## src/hdl/plsq_pkg.sv

```systemverilog
package plsq_pkg;

  // default capacity of one calibration set
  localparam int unsigned MAX_POINTS_DEF = 256;

  // register reset value, Q4.8
  localparam logic [11:0] DEFAULT_DAMP_RST = 12'd512;

  // log10(2) in Q.16, applied to a Q.16 log2 value and scaled by 2^-20
  localparam int LOG10_OF_2_Q16 = 19728;

  // clamp limits and replacement values
  localparam int DAMP_HIGH     = 1280;
  localparam int DAMP_HIGH_SET = 1152;
  localparam int DAMP_LOW      = 256;
  localparam int DAMP_LOW_SET  = 384;
  localparam int TX_LOW        = -1440;
  localparam int TX_LOW_SET    = -1200;
  localparam int TX_HIGH       = -640;
  localparam int TX_HIGH_SET   = -1008;

  typedef struct packed {
    logic [15:0]        distance;
    logic signed [11:0] rssi;
    logic               has_point;
    logic               last;
  } in_item_t;

  typedef struct packed {
    logic signed [11:0] tx_power;
    logic [10:0]        damp_value;
    logic               fit_ok;
    logic [8:0]         points_used;
  } out_item_t;

  typedef enum logic [0:0] {
    ALU_MUL,
    ALU_DIV
  } alu_op_e;

  typedef struct packed {
    logic    start;
    alu_op_e op;
  } alu_req_t;

endpackage

```

## src/hdl/plsq_alu.sv

```systemverilog
module plsq_alu #(
  parameter int unsigned W = 73
) (
  input  logic                clk_i,
  input  logic                rst_ni,
  input  plsq_pkg::alu_req_t  req_i,
  input  logic signed [W-1:0] a_i,
  input  logic signed [W-1:0] b_i,
  output logic                done_o,
  output logic signed [W-1:0] res_o
);
  import plsq_pkg::*;

  localparam int unsigned CNT_W = $clog2(W + 1);

  alu_op_e             op_q;
  logic                busy_q;
  logic                done_q;
  logic [CNT_W-1:0]    cnt_q;
  logic signed [W-1:0] x_q;    // multiplicand, or dividend / quotient shifter
  logic signed [W-1:0] y_q;    // multiplier, or divisor
  logic signed [W-1:0] acc_q;  // product, or partial remainder

  logic [W:0] trial;
  logic [W:0] trial_sub;
  logic       trial_ge;

  // restoring division step
  assign trial     = {acc_q, x_q[W-1]};
  assign trial_ge  = trial >= {1'b0, y_q};
  assign trial_sub = trial - {1'b0, y_q};

  always_ff @(posedge clk_i or negedge rst_ni) begin
    if (!rst_ni) begin
      op_q   <= ALU_MUL;
      busy_q <= 1'b0;
      done_q <= 1'b0;
      cnt_q  <= '0;
      x_q    <= '0;
      y_q    <= '0;
      acc_q  <= '0;
    end else begin
      done_q <= 1'b0;
      if (req_i.start) begin
        op_q   <= req_i.op;
        busy_q <= 1'b1;
        cnt_q  <= CNT_W'(W);
        acc_q  <= '0;
        if (req_i.op == ALU_MUL && b_i[W-1]) begin
          x_q <= -a_i;
          y_q <= -b_i;
        end else begin
          x_q <= a_i;
          y_q <= b_i;
        end
      end else if (busy_q) begin
        unique case (op_q)
          ALU_MUL: begin
            if (y_q == '0) begin
              busy_q <= 1'b0;
              done_q <= 1'b1;
            end else begin
              if (y_q[0]) begin
                acc_q <= acc_q + x_q;
              end
              x_q <= x_q <<< 1;
              y_q <= y_q >>> 1;
            end
          end
          ALU_DIV: begin
            if (trial_ge) begin
              acc_q <= signed'(trial_sub[W-1:0]);
            end else begin
              acc_q <= signed'(trial[W-1:0]);
            end
            x_q   <= {x_q[W-2:0], trial_ge};
            cnt_q <= cnt_q - CNT_W'(1);
            if (cnt_q == CNT_W'(1)) begin
              busy_q <= 1'b0;
              done_q <= 1'b1;
            end
          end
          default: busy_q <= 1'b0;
        endcase
      end
    end
  end

  assign done_o = done_q;
  assign res_o  = (op_q == ALU_MUL) ? acc_q : x_q;

  a_done_idle: assert property (@(posedge clk_i) disable iff (!rst_ni)
    done_o |-> !busy_q)
    else $error("alu done while still busy");

  a_no_restart: assert property (@(posedge clk_i) disable iff (!rst_ni)
    req_i.start |-> !busy_q)
    else $error("alu started while busy");

  a_rem_below: assert property (@(posedge clk_i) disable iff (!rst_ni)
    (busy_q && op_q == ALU_DIV) |-> ({1'b0, acc_q} < {1'b0, y_q}))
    else $error("partial remainder not below divisor");

endmodule

```

## src/hdl/path_loss_least_squares_fit.sv

```systemverilog
// path loss least squares fit
// fits rssi = t - 10*n*log10(d) over a set of calibration points
// input channel (in_valid_i / in_ready_o / in_data_i): one item per point or
//   set marker; has_point adds the point, last closes the set and fits
// output channel (out_valid_o / out_ready_i / out_data_o): one item per set,
//   with fitted tx power, path loss exponent, fit_ok and the point count
// cfg_we_i / cfg_wdata_i write the exponent used for a one-point set
// a point item forms its log10 by 16 squarings on the shared 21x17
//   multiplier, then scales it and runs the two product accumulations
// an item closing the set adds the fit: one point uses the shared multiplier
//   and the configured exponent; two or more run up to six products through
//   the serial shift-add unit and up to two restoring divisions
// in_ready_o is high only while no item is in work
// a finished result sits in the output register; the next set is taken
//   meanwhile, and only its own result waits for that register to drain
// reset clears the sums and the count, drops any pending result and sets
//   the one-point exponent to 2.0
module path_loss_least_squares_fit #(
  parameter int unsigned MAX_POINTS = plsq_pkg::MAX_POINTS_DEF
) (
  input  logic                clk_i,
  input  logic                rst_ni,
  input  logic                in_valid_i,
  output logic                in_ready_o,
  input  plsq_pkg::in_item_t  in_data_i,
  output logic                out_valid_o,
  input  logic                out_ready_i,
  output plsq_pkg::out_item_t out_data_o,
  input  logic                cfg_we_i,
  input  logic [11:0]         cfg_wdata_i
);
  import plsq_pkg::*;

  // count and running sum widths follow the set size
  localparam int unsigned CW    = $clog2(MAX_POINTS + 1);
  localparam int unsigned SX_W  = 15 + CW;
  localparam int unsigned SY_W  = 11 + CW;
  localparam int unsigned SXX_W = 31 + CW;
  localparam int unsigned SXY_W = 35 + CW;
  // fit arithmetic width: holds every product and the scaled divide operand
  localparam int unsigned AW    = SXX_W + CW + 24;
  // shared per-point multiplier
  localparam int unsigned MA_W  = 21;
  localparam int unsigned MB_W  = 17;
  localparam int unsigned PW    = MA_W + MB_W;

  typedef enum logic [4:0] {
    S_IDLE,
    S_SQ_MUL,
    S_SQ_UPD,
    S_X_MUL,
    S_X_RND,
    S_XX_MUL,
    S_XY_MUL,
    S_XY_ACC,
    S_FIT,
    S_ONE_MUL,
    S_ONE_RND,
    S_PGO,
    S_PWAIT,
    S_TPREP,
    S_TGO,
    S_TWAIT,
    S_NPREP,
    S_NCHK,
    S_NGO,
    S_NWAIT,
    S_OUT
  } state_e;

  state_e state_q;

  // configuration
  logic [11:0] dflt_q;

  // set state
  logic [CW-1:0]           cnt_q;
  logic                    bad_q;
  logic signed [SX_W-1:0]  sx_q;
  logic signed [SY_W-1:0]  sy_q;
  logic signed [SXX_W-1:0] sxx_q;
  logic signed [SXY_W-1:0] sxy_q;

  // current point
  logic               last_q;
  logic signed [11:0] rssi_q;
  logic [3:0]         lead_q;
  logic [15:0]        mant_q;
  logic [15:0]        frac_q;
  logic [3:0]         it_q;
  logic signed [14:0] x_q;

  // shared multiplier
  logic signed [MA_W-1:0] mul_a;
  logic signed [MB_W-1:0] mul_b;
  logic signed [PW-1:0]   prod_q;

  // fit
  logic [2:0]           k_q;
  logic signed [AW-1:0] t1_q;
  logic signed [AW-1:0] den_q;
  logic signed [AW-1:0] neg_q;
  logic signed [AW-1:0] nt_q;
  logic                 sneg_q;
  logic signed [AW-1:0] tx_q;
  logic [16:0]          damp_q;
  logic                 ok_q;

  // output register
  logic      out_valid_q;
  out_item_t out_data_q;

  // serial unit
  alu_req_t             alu_req;
  logic signed [AW-1:0] alu_a;
  logic signed [AW-1:0] alu_b;
  logic                 alu_done;
  logic signed [AW-1:0] alu_res;

  logic signed [AW-1:0] pdiff;
  logic [3:0]           lead_d;
  logic [16:0]          sq;
  logic signed [PW-1:0] x_sum;
  logic signed [14:0]   x_new;
  logic signed [PW-1:0] one_sum;
  logic signed [PW-17:0] one_rnd;
  logic signed [AW-1:0] n_ext;
  logic [16:0]          ten_damp;
  logic signed [11:0]   tx_c;
  logic [10:0]          damp_c;

  // leading one of the distance, integer part of log2 is lead - 8
  always_comb begin
    lead_d = '0;
    for (int i = 0; i < 16; i++) begin
      if (in_data_i.distance[i]) begin
        lead_d = 4'(i);
      end
    end
  end

  assign in_ready_o = (state_q == S_IDLE);

  // squared mantissa in Q2.15, top bit is the next fraction bit
  assign sq       = prod_q[31:15];
  // log10 = round(log2 * log10(2)), Q3.12
  assign x_sum    = prod_q + PW'(524288);
  assign x_new    = x_sum[34:20];
  // one-point fit: round(10 * n * x / 2^16)
  assign one_sum  = prod_q + PW'(32768);
  assign one_rnd  = one_sum[PW-1:16];
  assign ten_damp = {2'b00, dflt_q, 3'b000} + {4'b0000, dflt_q, 1'b0};
  assign n_ext    = AW'(signed'({1'b0, cnt_q}));
  assign pdiff    = t1_q - alu_res;

  // multiplier operands per step
  always_comb begin
    mul_a = '0;
    mul_b = '0;
    case (state_q)
      S_SQ_MUL: begin
        mul_a = MA_W'(signed'({1'b0, mant_q}));
        mul_b = MB_W'(signed'({1'b0, mant_q}));
      end
      S_X_MUL: begin
        // log2 in Q.16: integer part lead - 8 as 4-bit two's complement
        mul_a = MA_W'(signed'({~lead_q[3], lead_q[2:0], frac_q}));
        mul_b = MB_W'(LOG10_OF_2_Q16);
      end
      S_XX_MUL: begin
        mul_a = MA_W'(x_q);
        mul_b = MB_W'(x_q);
      end
      S_XY_MUL: begin
        mul_a = MA_W'(x_q);
        mul_b = MB_W'(rssi_q);
      end
      S_ONE_MUL: begin
        mul_a = MA_W'(sx_q);
        mul_b = signed'(ten_damp);
      end
      default: begin
        mul_a = '0;
        mul_b = '0;
      end
    endcase
  end

  // serial unit requests and operands
  always_comb begin
    alu_req.start = 1'b0;
    alu_req.op    = ALU_MUL;
    alu_a         = '0;
    alu_b         = '0;
    case (state_q)
      S_PGO: begin
        alu_req.start = 1'b1;
        case (k_q)
          3'd0: begin alu_a = AW'(sxx_q); alu_b = n_ext;       end
          3'd1: begin alu_a = AW'(sx_q);  alu_b = AW'(sx_q);  end
          3'd2: begin alu_a = AW'(sxy_q); alu_b = n_ext;       end
          3'd3: begin alu_a = AW'(sx_q);  alu_b = AW'(sy_q);  end
          3'd4: begin alu_a = AW'(sxx_q); alu_b = AW'(sy_q);  end
          default: begin alu_a = AW'(sxy_q); alu_b = AW'(sx_q); end
        endcase
      end
      S_TGO: begin
        // floor division of a negative value: ~(|s| - 1) / d, i.e. ~(~s / d)
        alu_req.start = 1'b1;
        alu_req.op    = ALU_DIV;
        alu_a         = nt_q[AW-1] ? ~nt_q : nt_q;
        alu_b         = den_q <<< 1;
      end
      S_NGO: begin
        alu_req.start = 1'b1;
        alu_req.op    = ALU_DIV;
        alu_a         = neg_q <<< 17;
        alu_b         = t1_q;
      end
      default: begin
        alu_req.start = 1'b0;
      end
    endcase
  end

  plsq_alu #(
    .W (AW)
  ) u_alu (
    .clk_i  (clk_i),
    .rst_ni (rst_ni),
    .req_i  (alu_req),
    .a_i    (alu_a),
    .b_i    (alu_b),
    .done_o (alu_done),
    .res_o  (alu_res)
  );

  // result clamps, zero for an invalid fit
  always_comb begin
    if (!ok_q) begin
      tx_c   = '0;
      damp_c = '0;
    end else begin
      if (tx_q < TX_LOW) begin
        tx_c = 12'(TX_LOW_SET);
      end else if (tx_q > TX_HIGH) begin
        tx_c = 12'(TX_HIGH_SET);
      end else begin
        tx_c = tx_q[11:0];
      end
      if (damp_q > DAMP_HIGH) begin
        damp_c = 11'(DAMP_HIGH_SET);
      end else if (damp_q < DAMP_LOW) begin
        damp_c = 11'(DAMP_LOW_SET);
      end else begin
        damp_c = damp_q[10:0];
      end
    end
  end

  always_ff @(posedge clk_i or negedge rst_ni) begin
    if (!rst_ni) begin
      state_q     <= S_IDLE;
      dflt_q      <= DEFAULT_DAMP_RST;
      cnt_q       <= '0;
      bad_q       <= 1'b0;
      sx_q        <= '0;
      sy_q        <= '0;
      sxx_q       <= '0;
      sxy_q       <= '0;
      last_q      <= 1'b0;
      rssi_q      <= '0;
      lead_q      <= '0;
      mant_q      <= '0;
      frac_q      <= '0;
      it_q        <= '0;
      x_q         <= '0;
      prod_q      <= '0;
      k_q         <= '0;
      t1_q        <= '0;
      den_q       <= '0;
      neg_q       <= '0;
      nt_q        <= '0;
      sneg_q      <= 1'b0;
      tx_q        <= '0;
      damp_q      <= '0;
      ok_q        <= 1'b0;
      out_valid_q <= 1'b0;
      out_data_q  <= '0;
    end else begin
      prod_q <= PW'(mul_a) * PW'(mul_b);
      if (cfg_we_i) begin
        dflt_q <= cfg_wdata_i;
      end
      // in S_OUT the output register is reloaded or kept below
      if (out_ready_i && state_q != S_OUT) begin
        out_valid_q <= 1'b0;
      end

      unique case (state_q)
        S_IDLE: begin
          if (in_valid_i) begin
            last_q <= in_data_i.last;
            rssi_q <= in_data_i.rssi;
            lead_q <= lead_d;
            mant_q <= in_data_i.distance << (4'd15 - lead_d);
            it_q   <= '0;
            if (in_data_i.has_point && cnt_q >= CW'(MAX_POINTS)) begin
              // set full: point dropped
              bad_q <= 1'b1;
              state_q <= in_data_i.last ? S_FIT : S_IDLE;
            end else if (in_data_i.has_point && in_data_i.distance == '0) begin
              bad_q   <= 1'b1;
              cnt_q   <= cnt_q + CW'(1);
              state_q <= in_data_i.last ? S_FIT : S_IDLE;
            end else if (in_data_i.has_point) begin
              state_q <= S_SQ_MUL;
            end else begin
              state_q <= in_data_i.last ? S_FIT : S_IDLE;
            end
          end
        end
        S_SQ_MUL: state_q <= S_SQ_UPD;
        S_SQ_UPD: begin
          frac_q <= {frac_q[14:0], sq[16]};
          mant_q <= sq[16] ? sq[16:1] : sq[15:0];
          it_q   <= it_q + 4'd1;
          state_q <= (it_q == 4'd15) ? S_X_MUL : S_SQ_MUL;
        end
        S_X_MUL: state_q <= S_X_RND;
        S_X_RND: begin
          x_q     <= x_new;
          state_q <= S_XX_MUL;
        end
        S_XX_MUL: state_q <= S_XY_MUL;
        S_XY_MUL: begin
          sxx_q   <= sxx_q + SXX_W'(prod_q);
          state_q <= S_XY_ACC;
        end
        S_XY_ACC: begin
          sxy_q   <= sxy_q + SXY_W'(prod_q);
          sx_q    <= sx_q + SX_W'(x_q);
          sy_q    <= sy_q + SY_W'(rssi_q);
          cnt_q   <= cnt_q + CW'(1);
          state_q <= last_q ? S_FIT : S_IDLE;
        end
        S_FIT: begin
          k_q <= '0;
          if (bad_q || cnt_q == '0) begin
            ok_q    <= 1'b0;
            state_q <= S_OUT;
          end else if (cnt_q == CW'(1)) begin
            ok_q    <= 1'b1;
            state_q <= S_ONE_MUL;
          end else begin
            ok_q    <= 1'b1;
            state_q <= S_PGO;
          end
        end
        S_ONE_MUL: state_q <= S_ONE_RND;
        S_ONE_RND: begin
          tx_q    <= AW'(sy_q) + AW'(one_rnd);
          damp_q  <= 17'(dflt_q);
          state_q <= S_OUT;
        end
        S_PGO: state_q <= S_PWAIT;
        S_PWAIT: begin
          if (alu_done) begin
            k_q     <= k_q + 3'd1;
            state_q <= S_PGO;
            case (k_q)
              3'd1: begin
                // den = n*sxx - sx^2
                den_q <= pdiff;
                if (pdiff <= 0) begin
                  ok_q    <= 1'b0;
                  state_q <= S_OUT;
                end
              end
              3'd3: neg_q <= alu_res - t1_q;  // -(n*sxy - sx*sy)
              3'd5: begin
                nt_q    <= pdiff;              // sy*sxx - sx*sxy
                state_q <= S_TPREP;
              end
              default: t1_q <= alu_res;
            endcase
          end
        end
        S_TPREP: begin
          // round half up: floor((2*nt + den) / (2*den))
          nt_q    <= (nt_q <<< 1) + den_q;
          state_q <= S_TGO;
        end
        S_TGO: begin
          sneg_q  <= nt_q[AW-1];
          state_q <= S_TWAIT;
        end
        S_TWAIT: begin
          if (alu_done) begin
            tx_q    <= sneg_q ? ~alu_res : alu_res;
            state_q <= S_NPREP;
          end
        end
        S_NPREP: begin
          if (neg_q <= 0) begin
            // zero or rising slope, clamps to the low setting
            damp_q  <= '0;
            state_q <= S_OUT;
          end else begin
            t1_q    <= (den_q <<< 3) + (den_q <<< 1);
            state_q <= S_NCHK;
          end
        end
        S_NCHK: begin
          if (neg_q >= t1_q) begin
            // exponent of 256 or more, saturate
            damp_q  <= 17'h10000;
            state_q <= S_OUT;
          end else begin
            state_q <= S_NGO;
          end
        end
        S_NGO: state_q <= S_NWAIT;
        S_NWAIT: begin
          if (alu_done) begin
            damp_q  <= 17'((18'(alu_res[16:0]) + 18'd1) >> 1);
            state_q <= S_OUT;
          end
        end
        S_OUT: begin
          if (!out_valid_q || out_ready_i) begin
            out_valid_q            <= 1'b1;
            out_data_q.tx_power    <= tx_c;
            out_data_q.damp_value  <= damp_c;
            out_data_q.fit_ok      <= ok_q;
            out_data_q.points_used <= 9'(cnt_q);
            cnt_q   <= '0;
            bad_q   <= 1'b0;
            sx_q    <= '0;
            sy_q    <= '0;
            sxx_q   <= '0;
            sxy_q   <= '0;
            state_q <= S_IDLE;
          end
        end
        default: state_q <= S_IDLE;
      endcase
    end
  end

  assign out_valid_o = out_valid_q;
  assign out_data_o  = out_data_q;

  a_cnt_bound: assert property (@(posedge clk_i) disable iff (!rst_ni)
    cnt_q <= CW'(MAX_POINTS))
    else $error("point count beyond set capacity");

  a_ok_clamped: assert property (@(posedge clk_i) disable iff (!rst_ni)
    (out_valid_o && out_data_o.fit_ok) |->
      (out_data_o.damp_value >= 11'(DAMP_LOW) && out_data_o.damp_value <= 11'(DAMP_HIGH)
       && out_data_o.tx_power >= 12'(TX_LOW) && out_data_o.tx_power <= 12'(TX_HIGH)))
    else $error("valid fit outside clamp range");

  a_bad_zero: assert property (@(posedge clk_i) disable iff (!rst_ni)
    (out_valid_o && !out_data_o.fit_ok) |->
      (out_data_o.tx_power == '0 && out_data_o.damp_value == '0))
    else $error("invalid fit with nonzero values");

  a_bad_sticky: assert property (@(posedge clk_i) disable iff (!rst_ni)
    $fell(bad_q) |-> $past(state_q == S_OUT))
    else $error("bad set flag cleared before the result");

endmodule
```

## config.mk

```make
export PLATFORM = sky130hd
export DESIGN_NAME = path_loss_least_squares_fit
export DESIGN_NICKNAME = d
export VERILOG_FILES = /design/src/hdl/plsq_pkg.sv /design/src/hdl/plsq_alu.sv /design/src/hdl/path_loss_least_squares_fit.sv
export SDC_FILE = /design/constraint.sdc
export NUM_CORES = 2
export LEC_CHECK = 0
export BUFFER_PORTS_ARGS = -buffer_cell sky130_fd_sc_hd__buf_2
export CORE_ASPECT_RATIO = 0.75
export CORE_MARGIN = 1
export CORE_UTILIZATION = 35
export CTS_CLUSTER_SIZE = 8
export DETAILED_ROUTE_END_ITERATION = 16
export SETUP_SLACK_MARGIN = 0.1
export SYNTH_ARGS = -nofsm -noshare
export SYNTH_HDL_FRONTEND = slang
export SYNTH_SLANG_ARGS = --single-unit
export TNS_END_PERCENT = 20
```

## constraint.sdc

```tcl
create_clock -name clk_i -period 8.76 [get_ports clk_i]
set_clock_uncertainty 0.2 [all_clocks]
set_input_delay 1.314 -clock clk_i [delete_from_list [all_inputs] [get_ports clk_i]]
set_output_delay 1.314 -clock clk_i [all_outputs]
set_load 0.1 [all_outputs]
```

==> flow_summary.yaml <==
sta:
  fin_ws_ns: 0.01920
  relSlewSlack_pct: -12.44
  grt_setup_unrepaired: "yes"
  min_period_ns: 8.741
  fmax_ghz: 0.1144
  finalCritPeriodShare_pct: 99.78
  hold_viol: 0
  tightest_slew_ns: 1.687
  tns_ns: 0
  drv_slew: 3
  finalSetupViolCount: 0
routing:
  routed_wl_um: 415000
  drtIter0Drc: 12380
  wl_per_cell_um: 27.39
  drc: 0
  vias: 90840
  drtPass1Iterations: 10
  ant_nets: 0
  avgViaCountPerCell: 5.994
yosys:
  ys_types: 106
  synth_top_family_by_area: "compound AO/OA/AOI/OAI gates"
  synth_warnings: 0
  synth_area_mm2: 0.09258
  synth_flop_cell: "dfrtp_1"
  synth_area_leader_cell: "dfrtp_1"
  synth_compound_area_share_pct: 25.06
  synth-adder-area-share_pct: 18.32
  ys_async_sr_fraction_pct: 100.0
  ys_seq_elements: 911
  syn_inst: 11490
  synth_edf_count: 0
  synthSimpleGateAreaFrac_pct: 16.34
  muxShareOfSynthArea_pct: 2.229
  synth_xor_area_share_pct: 7.728
  yosysMostFrequentCell: "nand2_1"
  synth.area.top_cells: "dfrtp_1, ha_1, fa_1, a21oi_1, o21ai_0"
  seq_area_frac_synth_pct: 24.63
  synth.top_cell.area_share_pct: 24.60
  synth_common_cells: "nand2_1, a21oi_1, o21ai_0, dfrtp_1, nor2_1"
  synth.avg_cell_area_um2: 8.056
  syn_nets: 12670
die:
  die_area_mm2: 0.2666
  ios: 82
  rows: 163
  start_util_pct: 35.19
  die_height_um: 447.4
  coreArea_mm2: 0.2631
  die_w_um: 595.9
global_routing:
  grt_pass1_vias: 81040
  grt_pass1_wl_um: 590400
  grt_max_degree: 147
  antenna_found_initial: 27
  track_usage_pct: 30.18
  grt-ovfl-total: 0
cells_and_area:
  drive_gt1_share_pct: 8.870
  utilization_pct: 39.50
  area_growth_syn_to_layout_pct: 12.26
  seqCellArea_mm2: 0.02281
  finalNetCount: 12810
  fillers: 26840
  multiInputGateArea_mm2: 0.06517
worst_setup_path:
  cp_num_buf_inv: 6
  crit_fanout: 4
  max_stage_delay_ns: 0.55
  critPathRequiredTime_ns: 9.26
  crit_slowest_cell: "or4b_4"
  crit_family: "adder cells"
  path_depth: 36
  worstPathArrival_ns: 9.24
  cp_common_cell: "fa_1"
  path_class: "flop to flop"
  endpoint_kind: "flop"
  reg2regPathDepth: 36
  start_kind: "flop"
clock_tree:
  cts.path.max_buffers: 3
  clockRootBuffer: "clkbuf_16"
  clock_latency_ns: 0.83
  clk_pin_slew_ns: 0.05
  htreeDepth: 4
  clkSinkCount: 911
  tritoncts: "done"
  cts_buffers: 137
  ctsHoldBuffers: 0
power_and_ir_drop:
  p_leak_uw: 0.04910
  p_int_uw: 17690
  seqPwrFrac_pct: 20.0
  ir_drop_uv: 238.5
  powerDensity_mw_per_mm2: 376.4
  clockPowerShare_pct: 13.4
  p_sw_uw: 21430
  netSwitchingFraction_pct: 54.79
  p_comb_share_pct: 66.6
place:
  dp_hpwl_um: 336300
  portBuffers: 81
  gp_congestion: 1.046
  dp_slack_ns: -0.6592
worst_hold_path:
  hp-class: "input pin to asynchronous set/reset pin"
job:
  max_cap_viol_count: 0
outcome:
  status: "finished with violations"
  violations: "max-slew violations"
[cells in the final DEF, fill, tap and decap left out, drive strengths merged, types with 56 or more instances in the layout]
cell type  count
a211oi       122
a21o         351
a21oi       1141
a221oi       117
a22oi         98
a31oi        106
and3          87
buf          597
clkbuf       170
dfrtp        910
fa           368
ha           767
inv          789
mux2          57
mux2i        142
nand2       1206
nand2b       104
nand3        274
nand4        160
nor2         902
nor2b        108
nor3         161
nor4          75
o211ai        77
o21a          93
o21ai       1057
o21bai       109
or3           56
xnor2        472
xor2         344
[through the flow]
stage               hold slack, ns  total power, uW  instance area [um2]  cells
floorplan                   0.2417            23070                92620  11490
global placement            0.2571            32540                99290  14930
detailed placement          0.2588            32460                99290  14930
CTS                         0.2695            37970               103800  15140
global route                0.2941            41230               103900  15150
finish                      0.2660            39120               103900  15160
[cell type report]
class | instances | area share (%)
multi-input combinational | 9196 | 62.70
antenna | 10 | 0.02408
timing repair buffer | 597 | 4.398
clock inverter | 19 | 0.3588
inverter | 787 | 2.842
clock buffer | 170 | 3.555
tap | 3465 | 4.171
sequential | 911 | 21.95
[power groups by stage]
stage | Sequential [uW] | Clock (uW) | Combinational, uW
CTS | 7700 | 5270 | 25000
finish | 7840 | 5230 | 26100
global placement | 7740 | 0 | 24800
floorplan | 6830 | 0 | 16200
detailed placement | 7740 | 0 | 24700
global route | 7900 | 5430 | 27900
[registers in the layout, indices dropped and copies added (netlist names), 33 cells and up]
register / count
den_q: 73
neg_q: 73
nt_q: 73
out_data_o: 33
prod_q: 38
sxx_q: 40
sxy_q: 44
t1_q: 73
tx_q: 73
u_alu.acc_q: 73
u_alu.x_q: 73
u_alu.y_q: 73
[metal layers]
layer | global-route usage, % | up-vias | routed length [um]
li1 | - | 41090 | -
met1 | 46.32 | 44370 | 193300
met2 | 36.04 | 4904 | 145100
met3 | 14.67 | 457 | 66830
met4 | 6.729 | 16 | 9735
met5 | 0 | - | 97
[path summary, 6_finish.rpt]
kind	start	end	slack, ns
max in group asynchronous	rst_ni	out_data_o[5]$_DFFE_PN0P_	6.19
min in group clk_i	out_data_o[9]$_DFFE_PN0P_	out_data_o[9]$_DFFE_PN0P_	0.27
max reg2reg	dflt_q[0]$_DFFE_PN0P_	prod_q[37]$_DFF_PN0_	0.02
min reg2reg	out_data_o[9]$_DFFE_PN0P_	out_data_o[9]$_DFFE_PN0P_	0.27
min	rst_ni	den_q[30]$_DFFE_PN0P_	0.27
max	dflt_q[0]$_DFFE_PN0P_	prod_q[37]$_DFF_PN0_	0.02
[what timing repair did]
item	4_1_cts	5_1_grt
pin swaps	81	13
gates cloned	1	0
gates resized for setup	62	20
endpoints found under the setup margin	10	11
buffers inserted	21	2
[cell families (layout without fill, tap and decap cells)]
family | after synthesis | count (layout)
AO/OA/AOI/OAI | 3730 | 3730
XOR/XNOR | 816 | 816
adder cells (fa/ha/maj) | 1135 | 1135
buffers and inverters | 1385 | 1573
flip-flops | 911 | 911
multiplexers | 199 | 199
other | 0 | 10
AND/OR/NAND/NOR | 3316 | 3316
(Power assumes the default switching activity.)
